File: config.mk
export PLATFORM = sky130hd
export DESIGN_NAME = positional_list_insert_remove
export DESIGN_NICKNAME = d
export VERILOG_FILES = /design/src/hw/rtl/pli_pkg.sv /design/src/hw/rtl/pli_ram.sv /design/src/hw/rtl/pli_seq.sv /design/src/hw/rtl/positional_list_insert_remove.sv
export SDC_FILE = /design/constraint.sdc
export NUM_CORES = 2
export LEC_CHECK = 0
export BUFFER_PORTS_ARGS = -buffer_cell sky130_fd_sc_hd__buf_2
export CAP_MARGIN = 10
export CORE_UTILIZATION = 46
export CTS_CLUSTER_DIAMETER = 80
export CTS_CLUSTER_SIZE = 10
export DETAILED_ROUTE_END_ITERATION = 7
export GPL_TIMING_DRIVEN = 0
export SLEW_MARGIN = 20
export SYNTH_ARGS = -nofsm -noshare
export SYNTH_HDL_FRONTEND = slang
export SYNTH_SLANG_ARGS = --single-unit
File: constraint.sdc
create_clock -name clk -period 6.95 [get_ports clk]
set_input_delay 0.3475 -clock clk [delete_from_list [all_inputs] [get_ports clk]]
set_output_delay 0.3475 -clock clk [all_outputs]
set_load 0.01 [all_outputs]
File: src/hw/rtl/pli_pkg.sv
// shared constants and types for the positional list block
// no dependencies; imported by the sequencer and the top level of the block
package pli_pkg;

  // list geometry
  localparam int DEPTH     = 64;
  localparam int WORD_BITS = 32;
  localparam int ADDR_W    = $clog2(DEPTH);
  localparam int CNT_W     = $clog2(DEPTH + 1);

  // field widths
  localparam int REQ_W  = 3;
  localparam int STAT_W = 2;

  // request codes
  localparam logic [REQ_W-1:0] REQ_READ   = 3'd0;
  localparam logic [REQ_W-1:0] REQ_WRITE  = 3'd1;
  localparam logic [REQ_W-1:0] REQ_APPEND = 3'd2;
  localparam logic [REQ_W-1:0] REQ_INSERT = 3'd3;
  localparam logic [REQ_W-1:0] REQ_REMOVE = 3'd4;

  // status codes
  localparam logic [STAT_W-1:0] ST_DONE  = 2'd0;
  localparam logic [STAT_W-1:0] ST_RANGE = 2'd1;
  localparam logic [STAT_W-1:0] ST_FULL  = 2'd2;

  // port request toward the entry memory
  typedef struct packed {
    logic                 wr_en;
    logic [ADDR_W-1:0]    wr_addr;
    logic [WORD_BITS-1:0] wr_data;
    logic                 rd_en;
    logic [ADDR_W-1:0]    rd_addr;
  } ram_req_t;

endpackage

File: src/hw/rtl/pli_ram.sv
// generic simple dual-port ram: one write port, one read port, registered read
// no dependencies
module pli_ram #(
  parameter int WIDTH = 32,
  parameter int DEPTH = 64
) (
  input  logic                     clk,
  input  logic                     wr_en,
  input  logic [$clog2(DEPTH)-1:0] wr_addr,
  input  logic [WIDTH-1:0]         wr_data,
  input  logic                     rd_en,
  input  logic [$clog2(DEPTH)-1:0] rd_addr,
  output logic [WIDTH-1:0]         rd_data
);

  logic [WIDTH-1:0] mem [DEPTH];

  // write and registered read
  always_ff @(posedge clk) begin
    if (wr_en) begin
      mem[wr_addr] <= wr_data;
    end
    if (rd_en) begin
      rd_data <= mem[rd_addr];
    end
  end

endmodule

File: src/hw/rtl/pli_seq.sv
// request sequencer: decodes a request, walks the entry memory for shifts,
// keeps the entry count and holds the result word; uses pli_pkg
module pli_seq
  import pli_pkg::*;
(
  input  logic                 clk,
  input  logic                 rst_n,
  input  logic                 in_valid,
  output logic                 in_ready,
  input  logic [REQ_W-1:0]     in_req_type,
  input  logic [ADDR_W-1:0]    in_position,
  input  logic [WORD_BITS-1:0] in_entry_value,
  output logic                 out_valid,
  input  logic                 out_ready,
  output logic [WORD_BITS-1:0] out_read_data,
  output logic [STAT_W-1:0]    out_status,
  output logic [CNT_W-1:0]     out_entry_count,
  output logic                 out_is_full,
  output logic                 out_is_empty,
  output ram_req_t             ram_req,
  input  logic [WORD_BITS-1:0] ram_rd_data
);

  typedef enum logic [2:0] {
    S_IDLE,
    S_RD_WAIT,
    S_SHIFT_UP,
    S_PUT,
    S_SHIFT_DN,
    S_RESULT
  } state_t;

  state_t               state_r, state_nxt;
  logic [CNT_W-1:0]     count_r, count_nxt;
  logic [ADDR_W-1:0]    cur_r, cur_nxt;
  logic [ADDR_W-1:0]    pos_r, pos_nxt;
  logic [WORD_BITS-1:0] val_r, val_nxt;
  logic [WORD_BITS-1:0] res_data_r, res_data_nxt;
  logic [STAT_W-1:0]    res_status_r, res_status_nxt;
  logic                 out_valid_r, out_valid_nxt;
  logic [WORD_BITS-1:0] out_data_r, out_data_nxt;
  logic [STAT_W-1:0]    out_status_r, out_status_nxt;
  logic [CNT_W-1:0]     out_count_r, out_count_nxt;

  logic              occupied;
  logic              full;
  logic [ADDR_W-1:0] last_idx;

  assign occupied = {1'b0, in_position} < count_r;
  assign full     = (count_r == CNT_W'(DEPTH));
  assign last_idx = ADDR_W'(count_r - CNT_W'(1));

  assign in_ready = (state_r == S_IDLE);

  // next state, memory accesses and result capture
  always_comb begin
    state_nxt      = state_r;
    count_nxt      = count_r;
    cur_nxt        = cur_r;
    pos_nxt        = pos_r;
    val_nxt        = val_r;
    res_data_nxt   = res_data_r;
    res_status_nxt = res_status_r;
    out_valid_nxt  = out_valid_r && !out_ready;
    out_data_nxt   = out_data_r;
    out_status_nxt = out_status_r;
    out_count_nxt  = out_count_r;
    ram_req        = '0;

    unique case (state_r)
      S_IDLE: begin
        if (in_valid) begin
          pos_nxt        = in_position;
          val_nxt        = in_entry_value;
          res_data_nxt   = '0;
          res_status_nxt = ST_DONE;
          state_nxt      = S_RESULT;
          unique case (in_req_type)
            REQ_READ: begin
              if (occupied) begin
                ram_req.rd_en   = 1'b1;
                ram_req.rd_addr = in_position;
                state_nxt       = S_RD_WAIT;
              end else begin
                res_status_nxt = ST_RANGE;
              end
            end
            REQ_WRITE: begin
              if (occupied) begin
                ram_req.wr_en   = 1'b1;
                ram_req.wr_addr = in_position;
                ram_req.wr_data = in_entry_value;
              end else begin
                res_status_nxt = ST_RANGE;
              end
            end
            REQ_APPEND: begin
              if (full) begin
                res_status_nxt = ST_FULL;
              end else begin
                ram_req.wr_en   = 1'b1;
                ram_req.wr_addr = ADDR_W'(count_r);
                ram_req.wr_data = in_entry_value;
                count_nxt       = count_r + CNT_W'(1);
              end
            end
            REQ_INSERT: begin
              if (full) begin
                res_status_nxt = ST_FULL;
              end else if (!occupied) begin
                res_status_nxt = ST_RANGE;
              end else begin
                // start moving entries up from the tail
                ram_req.rd_en   = 1'b1;
                ram_req.rd_addr = last_idx;
                cur_nxt         = last_idx;
                state_nxt       = S_SHIFT_UP;
              end
            end
            REQ_REMOVE: begin
              if (!occupied) begin
                res_status_nxt = ST_RANGE;
              end else if (in_position == last_idx) begin
                count_nxt = count_r - CNT_W'(1);
              end else begin
                // start moving entries down from just past the hole
                ram_req.rd_en   = 1'b1;
                ram_req.rd_addr = in_position + ADDR_W'(1);
                cur_nxt         = in_position + ADDR_W'(1);
                state_nxt       = S_SHIFT_DN;
              end
            end
            default: begin
            end
          endcase
        end
      end

      S_RD_WAIT: begin
        res_data_nxt = ram_rd_data;
        state_nxt    = S_RESULT;
      end

      // entry cur arrives, goes to cur+1; next read one lower
      S_SHIFT_UP: begin
        ram_req.wr_en   = 1'b1;
        ram_req.wr_addr = cur_r + ADDR_W'(1);
        ram_req.wr_data = ram_rd_data;
        if (cur_r == pos_r) begin
          state_nxt = S_PUT;
        end else begin
          ram_req.rd_en   = 1'b1;
          ram_req.rd_addr = cur_r - ADDR_W'(1);
          cur_nxt         = cur_r - ADDR_W'(1);
        end
      end

      S_PUT: begin
        ram_req.wr_en   = 1'b1;
        ram_req.wr_addr = pos_r;
        ram_req.wr_data = val_r;
        count_nxt       = count_r + CNT_W'(1);
        state_nxt       = S_RESULT;
      end

      // entry cur arrives, goes to cur-1; next read one higher
      S_SHIFT_DN: begin
        ram_req.wr_en   = 1'b1;
        ram_req.wr_addr = cur_r - ADDR_W'(1);
        ram_req.wr_data = ram_rd_data;
        if (cur_r == last_idx) begin
          count_nxt = count_r - CNT_W'(1);
          state_nxt = S_RESULT;
        end else begin
          ram_req.rd_en   = 1'b1;
          ram_req.rd_addr = cur_r + ADDR_W'(1);
          cur_nxt         = cur_r + ADDR_W'(1);
        end
      end

      // hand the result word to the output register once it is free
      S_RESULT: begin
        if (!out_valid_r || out_ready) begin
          out_valid_nxt  = 1'b1;
          out_data_nxt   = res_data_r;
          out_status_nxt = res_status_r;
          out_count_nxt  = count_r;
          state_nxt      = S_IDLE;
        end
      end

      default: begin
        state_nxt = S_IDLE;
      end
    endcase
  end

  // state, count and registered outputs
  always_ff @(posedge clk) begin
    if (!rst_n) begin
      state_r     <= S_IDLE;
      count_r     <= '0;
      out_valid_r <= 1'b0;
    end else begin
      state_r     <= state_nxt;
      count_r     <= count_nxt;
      out_valid_r <= out_valid_nxt;
    end
    cur_r        <= cur_nxt;
    pos_r        <= pos_nxt;
    val_r        <= val_nxt;
    res_data_r   <= res_data_nxt;
    res_status_r <= res_status_nxt;
    out_data_r   <= out_data_nxt;
    out_status_r <= out_status_nxt;
    out_count_r  <= out_count_nxt;
  end

  assign out_valid       = out_valid_r;
  assign out_read_data   = out_data_r;
  assign out_status      = out_status_r;
  assign out_entry_count = out_count_r;
  assign out_is_full     = (out_count_r == CNT_W'(DEPTH));
  assign out_is_empty    = (out_count_r == '0);

endmodule

File: src/hw/rtl/positional_list_insert_remove.sv
// top level of the positional list: stream ports, word packing,
// entry memory and request sequencer; uses pli_pkg, pli_ram and pli_seq
//
// An ordered list of up to 64 words of 32 bits held in one simple dual-port
// memory. Each input word carries one request (read, overwrite, append,
// insert at position, remove at position) and yields exactly one result word
// with the read data, a status and the entry count with full and empty flags.
// One request is handled at a time. A read waits for the registered memory
// read; an insert at position p moves entries p to n - 1 of a list of n
// entries up by one and a remove moves entries p + 1 to n - 1 down by one,
// and the memory's single write port moves one entry per cycle during a
// shift. The result sits in an output register, so the next request can be
// accepted while the previous result waits.
module positional_list_insert_remove
  import pli_pkg::*;
(
  input  logic        clk,
  input  logic        rst_n,
  input  logic        in_tvalid,
  output logic        in_tready,
  input  logic [39:0] in_tdata,   // position[5:0], entry_value[37:6], zero pad
  input  logic [2:0]  in_tuser,   // req_type[2:0]
  output logic        out_tvalid,
  input  logic        out_tready,
  output logic [47:0] out_tdata   // read_data[31:0], status[33:32],
                                  // entry_count[40:34], is_full[41],
                                  // is_empty[42], zero pad
);

  ram_req_t             ram_req;
  logic [WORD_BITS-1:0] ram_rd_data;
  logic [WORD_BITS-1:0] read_data;
  logic [STAT_W-1:0]    status;
  logic [CNT_W-1:0]     entry_count;
  logic                 is_full;
  logic                 is_empty;

  // entry memory
  pli_ram #(
    .WIDTH (WORD_BITS),
    .DEPTH (DEPTH)
  ) u_ram (
    .clk     (clk),
    .wr_en   (ram_req.wr_en),
    .wr_addr (ram_req.wr_addr),
    .wr_data (ram_req.wr_data),
    .rd_en   (ram_req.rd_en),
    .rd_addr (ram_req.rd_addr),
    .rd_data (ram_rd_data)
  );

  // request sequencer
  pli_seq u_seq (
    .clk             (clk),
    .rst_n           (rst_n),
    .in_valid        (in_tvalid),
    .in_ready        (in_tready),
    .in_req_type     (in_tuser),
    .in_position     (in_tdata[5:0]),
    .in_entry_value  (in_tdata[37:6]),
    .out_valid       (out_tvalid),
    .out_ready       (out_tready),
    .out_read_data   (read_data),
    .out_status      (status),
    .out_entry_count (entry_count),
    .out_is_full     (is_full),
    .out_is_empty    (is_empty),
    .ram_req         (ram_req),
    .ram_rd_data     (ram_rd_data)
  );

  // result word packing
  assign out_tdata = {5'b0, is_empty, is_full, entry_count, status, read_data};

endmodule

==> results_dict.tcl <==
set metrics [dict create \
    core_mm2 0.1910 \
    clock_skew_ns 0.04735 \
    status "finished clean" \
    die_x_um 441.5 \
    numPortBuffers 88 \
    leakage_uw 0.03501 \
    fin_cells 8944 \
    via_per_inst 6.155 \
    route.detailed.drc 0 \
    syn_inst 5894 \
    synth-xor-area-share 0.004183 \
    die_area_mm2 0.1949 \
    ys_warn_count 0 \
    synth-seq-cells 2210 \
    period_needed_ns 6.884 \
    place_congestion 0.9918 \
    vias 55050 \
    reg2regPathDepth 15 \
    routed_wirelength_um 289400 \
    mostFrequentLayoutCells "2199 x edfxtp_1, 1087 x nand2_1, 568 x mux2i_1" \
    die-height_um 441.5 \
    yosysSeqAreaShare 0.7458 \
    p_comb_frac 0.277 \
    internal_power_uw 24960 \
    yosys-mux-area-fraction 0.07503 \
    critPathLaunch "u_seq.count_r[4]" \
    fmax_mhz 145.3 \
    nNetsFinal 6443 \
    maxCapViolCount 0 \
    wire_per_inst_um 32.36 \
    pwr-share-seq 0.433 \
    synth_ff_type "edfxtp_1" \
    worst-slew-pin-transition_ns 1.328 \
    antenna_found_initial 27 \
    grt_pass1_vias 52070 \
    critical_path.max_fanout 10 \
    required_ns 7.44 \
    synthSimpleGateAreaFrac 0.09439 \
    fin_tns_setup_ns 0 \
    synthArstFlopShare 0 \
    worstPathArrival_ns 7.37 \
    rows 160 \
    period_share 0.9906 \
    cts_max_level 4 \
    synth-edff-count 2199 \
    initial_core_util 0.4652 \
    synth_top_family_by_area "simple AND/OR/NAND/NOR gates" \
    endpoint "u_ram.rd_data[27]" \
    startpoint_type "flop" \
    place_hpwl_um 200100 \
    layout_commonest_cell "edfxtp_1" \
    grt_pass1_wl_um 397500 \
    ios 97 \
    syn_area_mm2 0.08884 \
    yosysTopAreaCell "edfxtp_1" \
    grt_max_degree 65 \
    post_cts_buffers 0 \
    hold_class "in2reg" \
    reg2reg_to "u_ram.rd_data[27]" \
    peakVddDrop_v 0.0003105 \
    cts_buffer_depth 3 \
    drt_first_pass_iters 8 \
    r2r_setup_slack_ns 0.07 \
    clkTransAtPathRegs_ns 0.06 \
    ys_types 90 \
    antenna_left 0 \
    setup_violations 0 \
    holdWs_ns 0.1162 \
    rsz0062_at_grt "no" \
    fin_total_pwr_uw 37750 \
    grt.overflow.total 0 \
    yosysTopAreaCellShare 0.7433 \
    clkPwrFrac 0.291 \
    drive_gt1_frac 0.1528 \
    insertion_delay_ns 0.91 \
    critPathKind "reg2reg" \
    power_density_mw_per_mm2 368.4 \
    power.switching_uw 12800 \
    cts_tree "done" \
    r2r_start "u_seq.count_r[4]" \
    syn_area_per_cell_um2 15.07 \
    clock-sinks 2210 \
    grt_use_total 0.2941 \
    synthAdderAreaFrac 0.001690 \
    slew_headroom 0.1068 \
    cts_buffers 239 \
    report.final.slew_viol_count 0 \
    place_inst 8613 \
    end_kind "flop" \
    cts-root-buf "clkbuf_16" \
    switching_share 0.3390 \
    hold_violations 0 \
    area_growth_pct 15.34 \
    first_iter_violations 8108 \
    synth_area_leaders "edfxtp_1 74%, mux2i_1 6.4%, nand2_1 4.6%, nand3_1 2.4%, mux2_2 1.1%" \
    synth_compound_area_frac 0.05589 \
]
## critical path: stages (launching register included)
cell,delay (ns)
dfxtp_1,0.50
clkbuf_1,0.41
inv_1,0.19
ha_1,0.34
nand3_1,0.08
a21oi_1,0.31
nor4_1,0.20
a2bb2oi_1,0.78
nand3_1,0.29
buf_4,0.33
buf_2,0.34
nand2_1,0.40
clkbuf_1,0.45
o22ai_1,0.25
o31ai_1,1.14
o22ai_1,0.43
## layer usage
metal	wire length, um	vias to the layer above	share of wire	GRT usage
li1	-	23360	-	-
met1	113400	27840	0.39	0.4010
met2	127100	3229	0.44	0.4368
met3	31890	607	0.11	0.07263
met4	16970	8	0.059	0.1539
met5	68	-	0.00023	0
## cells in the mapped netlist, drive strengths merged (50+ instances only)
cell	number
edfxtp	2199
nand2	1087
mux2i	568
nand3	434
buf	239
a21oi	157
and3	124
clkbuf	120
nor2	119
a31oi	87
mux2	87
o22ai	78
a221oi	56
o21ai	52
a31o	50
## through the flow
step / worst slack, ns / util / cell area, um2
global placement: -0.8988 / 0.4840 / 92430
CTS: 0.1923 / 0.5364 / 102400
finish: 0.06553 / 0.5365 / 102500
floorplan: 2.110 / - / 88850
detailed placement: 0.1901 / 0.5012 / 95720
global route: 0.1546 / 0.5364 / 102400
## registers in the layout, summed over array words and instances, names as in the netlist, 3 cells and up
name / count
u_ram.rd_data: 32
u_seq.val_r: 32
u_seq.pos_r: 6
u_seq.cur_r: 6
u_seq.out_read_data: 32
u_seq.out_entry_count: 7
u_ram.mem: 2048
u_seq.count_r: 7
u_seq.res_data_r: 32
u_seq.state_r: 3
## repair_timing
| item | 4_1_cts | 5_1_grt |
|---|---|---|
| gates resized for setup | 0 | 0 |
| hold buffers | 42 | 0 |
| setup endpoints to repair | 0 | 3 |
| hold endpoints to repair | 50 | 0 |
## worst min-delay path by stage
stage                              to  slack [ns]  cells after the start                  start
6_report        u_seq.res_status_r[0]        0.12                      2            in_tuser[2]
5_1_grt         u_seq.res_status_r[0]        0.14                      2            in_tuser[2]
4_1_cts         u_seq.res_status_r[0]        0.07                      2            in_tuser[2]
3_5_place_dp   u_seq.out_read_data[8]        0.40                      0    u_seq.res_data_r[8]
3_3_place_gp      u_seq.out_status[1]        0.40                      0  u_seq.res_status_r[1]
2_1_floorplan  u_seq.out_read_data[0]        0.40                      0    u_seq.res_data_r[0]
## area by class of cell
class | count | area [um2]
diodes | 12 | 30.03
plain buffers | 358 | 1876
clock buffers | 264 | 6117
clock inverters | 14 | 175.2
fillers | 15320 | 88510
inverters | 44 | 236.5
multi-input cells | 3285 | 21240
flip-flops and latches | 2210 | 66250
well taps | 2511 | 3142
repair buffers | 246 | 3402
## power groups by stage
stage	registers [uW]	logic (uW)	clock network [uW]
floorplan	16600	4910	0
global placement	16800	9350	0
detailed placement	16600	10100	0
CTS	16300	10100	11000
global route	16400	10600	11500
finish	16300	10400	11000
## logic make-up after synthesis
family	Yosys count
XOR/XNOR	36
other	1
multiplexers	655
AO/OA/AOI/OAI	686
AND/OR/NAND/NOR	1891
flip-flops	2210
buffers and inverters	403
adder cells (fa/ha/maj)	12
(Power assumes the default switching activity.)
